==> src/design/dbq_pkg.sv <==
// Shared types and constants for the bounded deque block.
// Holds opcode and status codes and the controller-to-datapath command and status structs.
// No dependencies.
`default_nettype none

package dbq_pkg;

  localparam int DATA_W  = 32;
  localparam int COUNT_W = 6;

  typedef logic [DATA_W-1:0]  data_t;
  typedef logic [COUNT_W-1:0] count_t;

  typedef enum logic [2:0] {
    OP_PUSH_FRONT = 3'd0,
    OP_PUSH_BACK  = 3'd1,
    OP_READ_FRONT = 3'd2,
    OP_READ_BACK  = 3'd3,
    OP_POP_FRONT  = 3'd4,
    OP_POP_BACK   = 3'd5,
    OP_DELETE     = 3'd6,
    OP_COUNT      = 3'd7
  } op_t;

  typedef enum logic [1:0] {
    ST_OK       = 2'd0,
    ST_EMPTY    = 2'd1,
    ST_NOTFOUND = 2'd2,
    ST_FULL     = 2'd3
  } status_t;

  // Read address source for the element store.
  typedef enum logic [2:0] {
    RD_NONE   = 3'd0,
    RD_HEAD   = 3'd1,
    RD_TAIL   = 3'd2,
    RD_SECOND = 3'd3,
    RD_NEXT   = 3'd4,
    RD_PREV   = 3'd5
  } rd_sel_t;

  // Update of head and occupancy; pushes also write the store.
  typedef enum logic [2:0] {
    UPD_NONE       = 3'd0,
    UPD_PUSH_FRONT = 3'd1,
    UPD_PUSH_BACK  = 3'd2,
    UPD_POP_FRONT  = 3'd3,
    UPD_POP_BACK   = 3'd4
  } upd_t;

  typedef enum logic [1:0] {
    D_ZERO  = 2'd0,
    D_RAM   = 2'd1,
    D_VALUE = 2'd2
  } dsel_t;

  typedef struct packed {
    logic    latch;          // capture the input value
    rd_sel_t rd;
    upd_t    upd;
    logic    shift;          // write read data one slot toward the front
    logic    mark;           // remember the address of the matched entry
    logic    emit;           // load the result registers
    dsel_t   dsel;
    status_t status;
    logic    last_from_idx;  // last flag follows the read index
  } dbq_cmd_t;

  typedef struct packed {
    logic full;
    logic empty;
    logic few;       // fewer than three elements: no interior entries
    logic match;     // read data equals the latched value
    logic idx_last;  // read data is the back element position
    logic idx_pen;   // read data is the last interior position
  } dbq_sts_t;

endpackage

`default_nettype wire

==> src/design/dbq_ram.sv <==
// Generic single-port-write, single-port-read RAM with registered read data.
// Depends on nothing; sized by WIDTH and DEPTH.
`default_nettype none

module dbq_ram #(
  parameter int WIDTH = 32,
  parameter int DEPTH = 32
) (
  input  wire logic                     clk,
  input  wire logic                     we,
  input  wire logic [$clog2(DEPTH)-1:0] waddr,
  input  wire logic [WIDTH-1:0]         wdata,
  input  wire logic [$clog2(DEPTH)-1:0] raddr,
  output logic      [WIDTH-1:0]         rdata
);

  logic [WIDTH-1:0] mem [DEPTH];

  always_ff @(posedge clk) begin
    if (we) begin
      mem[waddr] <= wdata;
    end
    rdata <= mem[raddr];
  end

endmodule

`default_nettype wire

==> src/design/dbq_ctrl.sv <==
// Controller state machine for the bounded deque: sequences each beat's store accesses.
// Depends on dbq_pkg for opcodes, status codes and the command/status structs.
`default_nettype none

module dbq_ctrl (
  input  wire logic             clk,
  input  wire logic             rst,
  input  wire logic             start,
  input  wire logic [2:0]       opcode,
  input  wire dbq_pkg::dbq_sts_t sts,
  output dbq_pkg::dbq_cmd_t     cmd,
  output logic                  busy
);

  typedef enum logic [2:0] {
    S_IDLE,
    S_DISPATCH,
    S_STREAM,
    S_POP,
    S_DEL_HEAD,
    S_DEL_TAIL,
    S_DEL_SCAN,
    S_DEL_SHIFT
  } state_t;

  state_t        state;
  state_t        state_next;
  dbq_pkg::op_t  op;

  always_ff @(posedge clk) begin
    if (rst) begin
      state <= S_IDLE;
    end else begin
      state <= state_next;
    end
    if (cmd.latch) begin
      op <= dbq_pkg::op_t'(opcode);
    end
  end

  assign busy = (state != S_IDLE);

  always_comb begin
    cmd        = '0;
    state_next = state;
    unique case (state)
      S_IDLE: begin
        cmd.latch = start;
        if (start) begin
          state_next = S_DISPATCH;
        end
      end

      S_DISPATCH: begin
        state_next = S_IDLE;
        priority if (op == dbq_pkg::OP_PUSH_FRONT || op == dbq_pkg::OP_PUSH_BACK) begin
          cmd.emit = 1'b1;
          if (sts.full) begin
            cmd.status = dbq_pkg::ST_FULL;
          end else begin
            cmd.status = dbq_pkg::ST_OK;
            if (op == dbq_pkg::OP_PUSH_FRONT) begin
              cmd.upd = dbq_pkg::UPD_PUSH_FRONT;
            end else begin
              cmd.upd = dbq_pkg::UPD_PUSH_BACK;
            end
          end
        end else if (op == dbq_pkg::OP_COUNT) begin
          cmd.emit = 1'b1;
          if (sts.empty) begin
            cmd.status = dbq_pkg::ST_EMPTY;
          end else begin
            cmd.status = dbq_pkg::ST_OK;
          end
        end else if (sts.empty) begin
          cmd.emit   = 1'b1;
          cmd.status = dbq_pkg::ST_EMPTY;
        end else if (op == dbq_pkg::OP_READ_FRONT) begin
          cmd.rd     = dbq_pkg::RD_HEAD;
          state_next = S_STREAM;
        end else if (op == dbq_pkg::OP_READ_BACK) begin
          cmd.rd     = dbq_pkg::RD_TAIL;
          state_next = S_STREAM;
        end else if (op == dbq_pkg::OP_POP_FRONT) begin
          cmd.rd     = dbq_pkg::RD_HEAD;
          state_next = S_POP;
        end else if (op == dbq_pkg::OP_POP_BACK) begin
          cmd.rd     = dbq_pkg::RD_TAIL;
          state_next = S_POP;
        end else begin
          cmd.rd     = dbq_pkg::RD_HEAD;
          state_next = S_DEL_HEAD;
        end
      end

      S_STREAM: begin
        if (op == dbq_pkg::OP_READ_BACK) begin
          cmd.rd = dbq_pkg::RD_PREV;
        end else begin
          cmd.rd = dbq_pkg::RD_NEXT;
        end
        cmd.emit          = 1'b1;
        cmd.dsel          = dbq_pkg::D_RAM;
        cmd.status        = dbq_pkg::ST_OK;
        cmd.last_from_idx = 1'b1;
        if (sts.idx_last) begin
          state_next = S_IDLE;
        end
      end

      S_POP: begin
        cmd.emit   = 1'b1;
        cmd.dsel   = dbq_pkg::D_RAM;
        cmd.status = dbq_pkg::ST_OK;
        if (op == dbq_pkg::OP_POP_FRONT) begin
          cmd.upd = dbq_pkg::UPD_POP_FRONT;
        end else begin
          cmd.upd = dbq_pkg::UPD_POP_BACK;
        end
        state_next = S_IDLE;
      end

      S_DEL_HEAD: begin
        cmd.rd = dbq_pkg::RD_TAIL;
        if (sts.match) begin
          cmd.upd    = dbq_pkg::UPD_POP_FRONT;
          cmd.emit   = 1'b1;
          cmd.dsel   = dbq_pkg::D_VALUE;
          cmd.status = dbq_pkg::ST_OK;
          state_next = S_IDLE;
        end else begin
          state_next = S_DEL_TAIL;
        end
      end

      S_DEL_TAIL: begin
        cmd.rd = dbq_pkg::RD_SECOND;
        if (sts.match) begin
          cmd.upd    = dbq_pkg::UPD_POP_BACK;
          cmd.emit   = 1'b1;
          cmd.dsel   = dbq_pkg::D_VALUE;
          cmd.status = dbq_pkg::ST_OK;
          state_next = S_IDLE;
        end else if (sts.few) begin
          cmd.emit   = 1'b1;
          cmd.status = dbq_pkg::ST_NOTFOUND;
          state_next = S_IDLE;
        end else begin
          state_next = S_DEL_SCAN;
        end
      end

      S_DEL_SCAN: begin
        cmd.rd = dbq_pkg::RD_NEXT;
        if (sts.match) begin
          cmd.mark   = 1'b1;
          state_next = S_DEL_SHIFT;
        end else if (sts.idx_pen) begin
          cmd.emit   = 1'b1;
          cmd.status = dbq_pkg::ST_NOTFOUND;
          state_next = S_IDLE;
        end
      end

      S_DEL_SHIFT: begin
        cmd.rd    = dbq_pkg::RD_NEXT;
        cmd.shift = 1'b1;
        if (sts.idx_last) begin
          cmd.upd    = dbq_pkg::UPD_POP_BACK;
          cmd.emit   = 1'b1;
          cmd.dsel   = dbq_pkg::D_VALUE;
          cmd.status = dbq_pkg::ST_OK;
          state_next = S_IDLE;
        end
      end
    endcase
  end

endmodule

`default_nettype wire

==> src/design/dbq_datapath.sv <==
// Datapath of the bounded deque: head and occupancy, store addressing and result registers.
// Depends on dbq_pkg and instantiates dbq_ram for the element store.
`default_nettype none

module dbq_datapath #(
  parameter int DEPTH = 32
) (
  input  wire logic              clk,
  input  wire logic              rst,
  input  wire dbq_pkg::dbq_cmd_t cmd,
  input  wire dbq_pkg::data_t    value,
  output dbq_pkg::dbq_sts_t      sts,
  output logic                   done,
  output dbq_pkg::data_t         data,
  output dbq_pkg::count_t        count,
  output logic [1:0]             status,
  output logic                   last
);

  localparam int AW = $clog2(DEPTH);
  localparam int OW = $clog2(DEPTH + 1);
  localparam int SW = AW + 1;

  logic [AW-1:0]  head;
  logic [AW-1:0]  head_next;
  logic [OW-1:0]  occ;
  logic [OW-1:0]  occ_next;
  logic [OW-1:0]  occ_m1;
  logic [AW-1:0]  idx;
  logic [AW-1:0]  last_addr;
  logic [AW-1:0]  wr_addr;
  logic [AW-1:0]  raddr;
  logic [AW-1:0]  waddr;
  logic [AW-1:0]  tail_slot;
  logic [AW-1:0]  back_slot;
  logic [SW-1:0]  tail_sum;
  logic [SW-1:0]  back_sum;
  logic           we;
  dbq_pkg::data_t val;
  dbq_pkg::data_t wdata;
  dbq_pkg::data_t rdata;

  function automatic logic [AW-1:0] inc_addr(input logic [AW-1:0] a);
    if (a == AW'(DEPTH - 1)) begin
      return '0;
    end
    return a + 1'b1;
  endfunction

  function automatic logic [AW-1:0] dec_addr(input logic [AW-1:0] a);
    if (a == '0) begin
      return AW'(DEPTH - 1);
    end
    return a - 1'b1;
  endfunction

  assign occ_m1 = occ - 1'b1;

  // Slot of the back element and of the first free slot behind it, modulo DEPTH.
  always_comb begin
    tail_sum  = {1'b0, head} + SW'(occ_m1);
    back_sum  = {1'b0, head} + SW'(occ);
    tail_slot = (tail_sum >= SW'(DEPTH)) ? AW'(tail_sum - SW'(DEPTH)) : AW'(tail_sum);
    back_slot = (back_sum >= SW'(DEPTH)) ? AW'(back_sum - SW'(DEPTH)) : AW'(back_sum);
  end

  always_comb begin
    unique case (cmd.rd)
      dbq_pkg::RD_HEAD:   raddr = head;
      dbq_pkg::RD_TAIL:   raddr = tail_slot;
      dbq_pkg::RD_SECOND: raddr = inc_addr(head);
      dbq_pkg::RD_NEXT:   raddr = inc_addr(last_addr);
      dbq_pkg::RD_PREV:   raddr = dec_addr(last_addr);
      default:            raddr = last_addr;
    endcase
  end

  always_comb begin
    head_next = head;
    occ_next  = occ;
    unique case (cmd.upd)
      dbq_pkg::UPD_PUSH_FRONT: begin
        head_next = dec_addr(head);
        occ_next  = occ + 1'b1;
      end
      dbq_pkg::UPD_PUSH_BACK: begin
        occ_next = occ + 1'b1;
      end
      dbq_pkg::UPD_POP_FRONT: begin
        head_next = inc_addr(head);
        occ_next  = occ_m1;
      end
      dbq_pkg::UPD_POP_BACK: begin
        occ_next = occ_m1;
      end
      default: begin
      end
    endcase
  end

  always_comb begin
    we    = cmd.shift || cmd.upd == dbq_pkg::UPD_PUSH_FRONT ||
            cmd.upd == dbq_pkg::UPD_PUSH_BACK;
    wdata = cmd.shift ? rdata : val;
    priority if (cmd.upd == dbq_pkg::UPD_PUSH_FRONT) begin
      waddr = dec_addr(head);
    end else if (cmd.upd == dbq_pkg::UPD_PUSH_BACK) begin
      waddr = back_slot;
    end else begin
      waddr = wr_addr;
    end
  end

  dbq_ram #(
    .WIDTH (dbq_pkg::DATA_W),
    .DEPTH (DEPTH)
  ) u_store (
    .clk   (clk),
    .we    (we),
    .waddr (waddr),
    .wdata (wdata),
    .raddr (raddr),
    .rdata (rdata)
  );

  always_comb begin
    sts.full     = (occ == OW'(DEPTH));
    sts.empty    = (occ == '0);
    sts.few      = (occ < OW'(3));
    sts.match    = (rdata == val);
    sts.idx_last = (OW'(idx) == occ_m1);
    sts.idx_pen  = (OW'(idx) == occ - OW'(2));
  end

  always_ff @(posedge clk) begin
    if (rst) begin
      head <= '0;
      occ  <= '0;
      done <= 1'b0;
    end else begin
      head <= head_next;
      occ  <= occ_next;
      done <= cmd.emit;
    end

    if (cmd.latch) begin
      val <= value;
    end

    last_addr <= raddr;
    unique case (cmd.rd)
      dbq_pkg::RD_HEAD, dbq_pkg::RD_TAIL: idx <= '0;
      dbq_pkg::RD_SECOND:                 idx <= AW'(1);
      dbq_pkg::RD_NEXT, dbq_pkg::RD_PREV: idx <= idx + 1'b1;
      default:                            idx <= idx;
    endcase

    if (cmd.mark || cmd.shift) begin
      wr_addr <= last_addr;
    end

    if (cmd.emit) begin
      unique case (cmd.dsel)
        dbq_pkg::D_RAM:   data <= rdata;
        dbq_pkg::D_VALUE: data <= val;
        default:          data <= '0;
      endcase
      count  <= dbq_pkg::count_t'(occ_next);
      status <= cmd.status;
      last   <= cmd.last_from_idx ? sts.idx_last : 1'b1;
    end
  end

endmodule

`default_nettype wire

==> src/design/bounded_deque_with_value_delete.sv <==
// Top level of the bounded double-ended queue with delete by value.
// Depends on dbq_pkg; instantiates dbq_ctrl (sequencer) and dbq_datapath (store and registers).
`default_nettype none

// Bounded deque of signed 32-bit values, up to DEPTH entries, held front to
// back in a circular store. A command beat is taken on a rising edge with start
// high and busy low; busy then stays high until the beat's last result is
// loaded. Every result shows on data/count/status/last for exactly one cycle
// with done high, and the receiver cannot hold it off. With n the number of
// elements held: push, count, and any command on an empty store load their
// result in the dispatch state; pop reads its entry there and loads it in the
// pop state. A read-out gives n results, one per cycle, from the stream state.
// Delete by value reads the front, then the back, then walks the interior one
// entry per cycle, and on a hit closes the gap one entry per cycle from the
// matched entry on, so walk and gap closing together pass each interior entry
// once. The single read port and single write port of the element store set
// this pace. The store comes up undefined and no data read from outside the
// held range is ever used, so no clearing pass runs after reset. With
// DEPTH = 64 a full store reports count 0.
module bounded_deque_with_value_delete #(
  parameter int DEPTH = 32
) (
  input  wire logic               clk,
  input  wire logic               rst,
  input  wire logic               start,
  output logic                    busy,
  input  wire logic [2:0]         opcode,
  input  wire logic signed [31:0] value,
  output logic                    done,
  output logic signed [31:0]      data,
  output logic [5:0]              count,
  output logic [1:0]              status,
  output logic                    last
);

  dbq_pkg::dbq_cmd_t cmd;
  dbq_pkg::dbq_sts_t sts;
  dbq_pkg::data_t    data_q;

  // Sequence each beat: dispatch, then, where needed, stream, pop, or the delete walk.
  dbq_ctrl u_ctrl (
    .clk    (clk),
    .rst    (rst),
    .start  (start),
    .opcode (opcode),
    .sts    (sts),
    .cmd    (cmd),
    .busy   (busy)
  );

  // Hold head, occupancy and the store; register every result.
  dbq_datapath #(
    .DEPTH (DEPTH)
  ) u_dp (
    .clk    (clk),
    .rst    (rst),
    .cmd    (cmd),
    .value  (dbq_pkg::data_t'(value)),
    .sts    (sts),
    .done   (done),
    .data   (data_q),
    .count  (count),
    .status (status),
    .last   (last)
  );

  assign data = signed'(data_q);

endmodule

`default_nettype wire

==> config.mk <==
export PLATFORM = sky130hd
export DESIGN_NAME = bounded_deque_with_value_delete
export DESIGN_NICKNAME = d
export VERILOG_FILES = /design/src/design/dbq_pkg.sv /design/src/design/dbq_ram.sv /design/src/design/dbq_ctrl.sv /design/src/design/dbq_datapath.sv /design/src/design/bounded_deque_with_value_delete.sv
export SDC_FILE = /design/constraint.sdc
export NUM_CORES = 2
export LEC_CHECK = 0
export BUFFER_PORTS_ARGS = -buffer_cell sky130_fd_sc_hd__buf_2
export CAP_MARGIN = 20
export CORE_UTILIZATION = 63
export CTS_CLUSTER_SIZE = 28
export DETAILED_ROUTE_END_ITERATION = 10
export GPL_TIMING_DRIVEN = 0
export PLACE_DENSITY = 0.8
export SYNTH_ARGS = -nofsm -noshare
export SYNTH_HDL_FRONTEND = slang
export SYNTH_HIERARCHICAL = 1
export SYNTH_SLANG_ARGS = --single-unit
==> constraint.sdc <==
create_clock -name clk -period 7.65 [get_ports clk]
set_input_delay 0.3825 -clock clk [delete_from_list [all_inputs] [get_ports clk]]
set_output_delay 0.3825 -clock clk [all_outputs]
set_load 0.03 [all_outputs]
## Word-level counts from Yosys, hierarchy flattened

Memories as Yosys holds them, arrays and structs flattened. A register that Yosys moved wholly into a read port is not among the register bits.
Index checks and enable logic that the tools add are counted.

| cells by class | value |
|---|---|
| add/sub/neg operators | 12 |
| order comparisons | 3 |
| eq/ne operators | 33 |
| multiplexer cells | 87 |
| reduce and logical (&&, ||, !) cells | 20 |

Operators by type and width:

| operator | count |
|---|---|
| 3-bit 2-to-1 mux | 25 |
| 5-bit 2-to-1 mux | 15 |
| 32-bit case mux with 2 select lines | 1 |
| 32-bit == test | 1 |
| 32-bit 2-to-1 mux | 1 |
| 3-bit == test, second input constant | 10 |
| 3-bit case mux with 5 select lines | 2 |
| 1-bit 2-to-1 mux | 25 |
| 5-bit case mux with 5 select lines | 1 |
| 3-bit by 2-bit == test with 1-bit output, second input constant | 8 |
| 3-bit case mux with 7 select lines | 1 |
| 2-bit 2-to-1 mux | 10 |
| 5-bit by 1-bit subtractor with 5-bit output, second input constant | 4 |
| 5-bit by 1-bit adder with 5-bit output, second input constant | 3 |
| 5-bit case mux with 3 select lines | 1 |
| 2-bit OR reduction | 7 |
| 5-bit by 6-bit adder with 6-bit output | 2 |
| 3-bit by 1-bit == test with 1-bit output, second input constant | 4 |
| 5-bit by 6-bit == test with 1-bit output | 2 |
| 6-bit greater-or-equal comparator, second input constant | 2 |
| 6-bit case mux with 2 select lines | 1 |
| 5-bit == test, second input constant | 2 |
| 5-bit zero test | 2 |
| 2-bit case mux with 5 select lines | 1 |
| 19 further kinds | 24 |

| word-level totals | value |
|---|---|
| bits in registers | 106 |
| bits in writable memories | 1024 |
| input bits | 38 |
| memories kept | 1 |

Memory list:

| memory | depth | bits a word | read ports | clocked after Yosys merged registers in | write ports | RTL line | text |
|---|---|---|---|---|---|---|---|
| u_dp.u_store.mem | 32 | 32 | 1 | 1 | 1 | dbq_ram.sv:17 | `logic [WIDTH-1:0] mem [DEPTH];` |

## Logic depth before layout (Yosys ltp)

| depth | value |
|---|---|
| depth in word-level cells | 13 |
| mapped depth | 24 |

## Cells and area by module

The synthesis kept the hierarchy.

By module, submodules not included:

| module | instances | cells each | area each (µm²) |
|---|---|---|---|
| dbq_ram | 1 | 2260 | 40492.6 |
| dbq_datapath | 1 | 543 | 5913.2 |
| dbq_ctrl | 1 | 95 | 653.1 |

## Worst setup path after synthesis

Ideal clock, no wire load.

| timing | value |
|---|---|
| kind | register to register |
| from | reg u_dp.occ[1] |
| to | mem u_dp.u_store.mem[28][0], enable pin |
| data arrival time | 5.273 ns |
| required time | 7.229 ns |
| setup slack | 1.956 ns |
| cell stages (with the launch flop) | 18 |
| buffers on the path | 2 |
| cell sequence | dfxtp_1 -> inv_1 -> ha_1 -> a21bo_2 -> nor3_1 -> xor2_1 -> nor4_2 -> and2_1 -> o21ai_0 -> a21boi_0 -> buf_1 -> nand2b_1 -> nor2_1 -> a211oi_1 -> a21oi_1 -> or3b_2 -> clkbuf_1 -> nor2_1 |

RTL lines:

| item | RTL line | text |
|---|---|---|
| start, declared | dbq_datapath.sv:26 | `logic [OW-1:0] occ;` |
| start signal, assigned | dbq_datapath.sv:142 | `occ <= occ_next;` |
| end, declared | dbq_ram.sv:17 |  |

==> flow_summary.toml <==
[status]
status = "completed"

[routing]
drtAntennaViolNets = 0
viasPerCell = 6.629
vias = 27930
drtPass1Iterations = 6
wire_per_inst_um = 28.84
drcViolationCount = 0
first_iter_violations = 3749
wl_um = 121500

[critical_path]
path_max_fanout = 32
crit_arrival_ps = 6990
crit_buf_inv = 3
cpPeakStageDelay_ps = 950
slowest_stage = "nor2_4"
crit_family = "simple AND/OR/NAND/NOR gates"
r2r_slack_ps = 950
cp-start-kind = "register"
path_cells = "xor2_1, nor4_1, nand4_1, nor2_1, clkbuf_1, nor2b_1, o21ai_0, a21boi_0, buf_1, nand2b_1, nor2_1, a211oi_1, a31oi_1, or3b_2, clkbuf_1, nor2_4"
worstSetupPathType = "reg -> reg"
worstPathRequired_ps = 7940
endpoint_kind = "register"

[timing]
rsz0062_at_grt = "false"
finClkSkew_ps = 33.55
maxSlewViolCount = 0
post-route-period-util_pct = 87.61
setup-tns-final_ps = 0
tightest_slew_ps = 1166
whs_ps = 43.45
hold_viol = 0
fmax_ghz = 0.1492
slew_headroom_pct = 22.25
setup_slack_ps = 948.1
final-setup-viol-count = 0
finalCriticalPeriod_ps = 6702

[synthesis]
ys_seq_area_share_pct = 73.04
ys_async_sr_fraction_pct = 0
synthCells = 2898
synth_edf_count = 1110
synth_area_um2 = 47060
synth_seq_cells = 1162
ys.flop_type = "edfxtp_1"
syn_avg_cell_area_um2 = 16.24
syn_nets = 2961
yosys_warnings = 6
synthDistinctLibCells = 66

[cells_and_area]
finalNonFillerCells = 4213
final_util_pct = 73.25
n_antenna_cell = 0
area_growth_pct = 14.34
final_nets = 3223
fin_area_um2 = 53810
layout-drive-gt1-share_pct = 14.26

[placed_design]
port_buffers = 80
dp_hpwl_um = 80350
placed_area_um2 = 49680
gp_congestion = 0.9608
place_ws_ps = 1069
place_inst = 3969

[floorplan]
dieHeight_um = 275.3
dieArea_um2 = 75790
num_io_pins = 81
die_w_um = 275.3
rows = 99
floorplan.initialDensity_pct = 64.07
fp.coreArea_um2 = 73450

[cts]
clock-sinks = 1162
cts_setup_buffers = 0
ctsHtreeMaxLevel = 3
cts_resized = 0
clock_latency_ps = 690
postCtsHoldBufs = 36
cts_root_buf = "clkbuf_16"
clockBufferDepth = 3
clk_pin_slew_ps = 60
cts_tree = "yes"
cts_buffers = 111

[global_routing]
grt_pass1_vias = 27710
grt-ovfl-total = 0
grt_start_max_net_pins = 33
grt_pass1_wl_um = 175100
antenna_found_initial = 2
track_usage_pct = 32.08

[power_and_ir_drop]
ir_drop_mv = 0.2136
leakage_nw = 16.77
fin_total_pwr_mw = 15.67
power.density_nw_per_um2 = 291.2

[flow_run]
drv_cap = 0

[min_path]
hp-class = "in -> reg"
flip-flops by register name (all words and copies together), names as in the netlist, 5 cells and up:
name,cells
u_dp/u_store/mem,1024
u_dp/data,32
u_dp/u_store/rdata,32
u_dp/val,32
u_dp/count,6
u_dp/occ,6
u_dp/head,5
u_dp/idx,5
u_dp/last_addr,5
u_dp/wr_addr,5
cell usage after synthesis (all sizes together) (38+ instances only):
cell type / instances / area share (%)
a21oi: 128 / 1.4
a22o: 64 / 1.2
a22oi: 129 / 2.1
a31oi: 38 / 0.51
buf: 100 / 1.5
clkbuf: 66 / 0.54
dfxtp: 52 / 2.2
edfxtp: 1110 / 71
mux2i: 514 / 11
nand2: 123 / 0.98
nand3: 105 / 1.1
nor2: 106 / 0.85
nor3: 41 / 0.44
xor2: 45 / 0.84
worst paths after layout:
kind	to	cells after the start	startpoint
worst max-delay path	u_dp/u_store/mem[28][10]$_DFFE_PP_	16	u_dp/val[29]$_DFFE_PP_
worst min-delay path	u_ctrl/state[0]$_SDFFE_PP0P_	3	start
worst max register to register	u_dp/u_store/mem[28][10]$_DFFE_PP_	16	u_dp/val[29]$_DFFE_PP_
worst min register to register	u_dp/wr_addr[4]$_DFFE_PP_	0	u_dp/last_addr[4]$_DFF_P_
placed cells by master (no fill, tap or decap), types with 10 or more instances in the layout:
cell type / Yosys / final
edfxtp_1: 1110 / 1110
clkinv_1: 0 / 15
buf_12: 0 / 14
clkbuf_16: 0 / 113
dlygate4sd3_1: 0 / 36
nor3_1: 41 / 41
buf_16: 0 / 18
nand2b_1: 12 / 12
o21ai_0: 18 / 18
a31oi_1: 38 / 38
dfxtp_1: 52 / 52
buf_4: 35 / 35
xor2_1: 45 / 45
nand2_1: 123 / 123
nand3b_1: 10 / 10
clkbuf_1: 64 / 81
xnor2_1: 21 / 21
nor2b_1: 21 / 21
a22o_1: 64 / 64
nor2_1: 106 / 73
nor4_1: 10 / 10
nand3_1: 105 / 105
mux2_2: 32 / 32
clkinv_2: 0 / 26
buf_2: 40 / 121
bufinv_16: 0 / 15
inv_1: 25 / 25
a21oi_1: 128 / 128
a22oi_1: 129 / 129
mux2i_1: 514 / 514
nor2_4: 0 / 33
ha_1: 23 / 23
buf_6: 18 / 18
layout make-up:
cell class,count,area [um2]
Multi-Input combinational cell,1544,11890
Tap cell,959,1200
Buffer,166,947.2
Fill cell,4200,19650
Sequential cell,1162,34370
Timing Repair Buffer,149,1541
Clock inverter,74,824.5
Inverter,26,97.59
Clock buffer,133,2933
logic make-up after synthesis:
group / count (synthesis) / share of synthesized area (%)
compound gates: 428 / 6.147
xor+xnor: 69 / 1.332
fa+ha+maj: 25 / 0.6966
buf+inv: 192 / 2.220
flops: 1162 / 73.04
mux: 546 / 11.70
simple gates: 476 / 4.863
layer usage:
metal / GRT usage, % / vias to the layer above / part of all wire (%)
met1: 42.32 / 13910 / 37
li1: - / 11840 / -
met5: 0 / - / 0
met2: 52.03 / 1837 / 48
met4: 14.63 / 0 / 4.7
met3: 6.290 / 346 / 11
power breakdown:
group | internal [mW] | switching, mW
clock network | 3.25 | 2.36
registers | 7.16 | 0.176
logic | 0.722 | 2.00
worst reg2reg max path, stage by stage (launching register included):
cell and delay, ps:
edfxtp_1 500, xor2_1 280, nor4_1 530, nand4_1 150, nor2_1 440, clkbuf_1 450, nor2b_1 290, o21ai_0 120
a21boi_0 400, buf_1 420, nand2b_1 300, nor2_1 160, a211oi_1 250, a31oi_1 120, or3b_2 480, clkbuf_1 450
nor2_4 960
(Power assumes the default switching activity.)
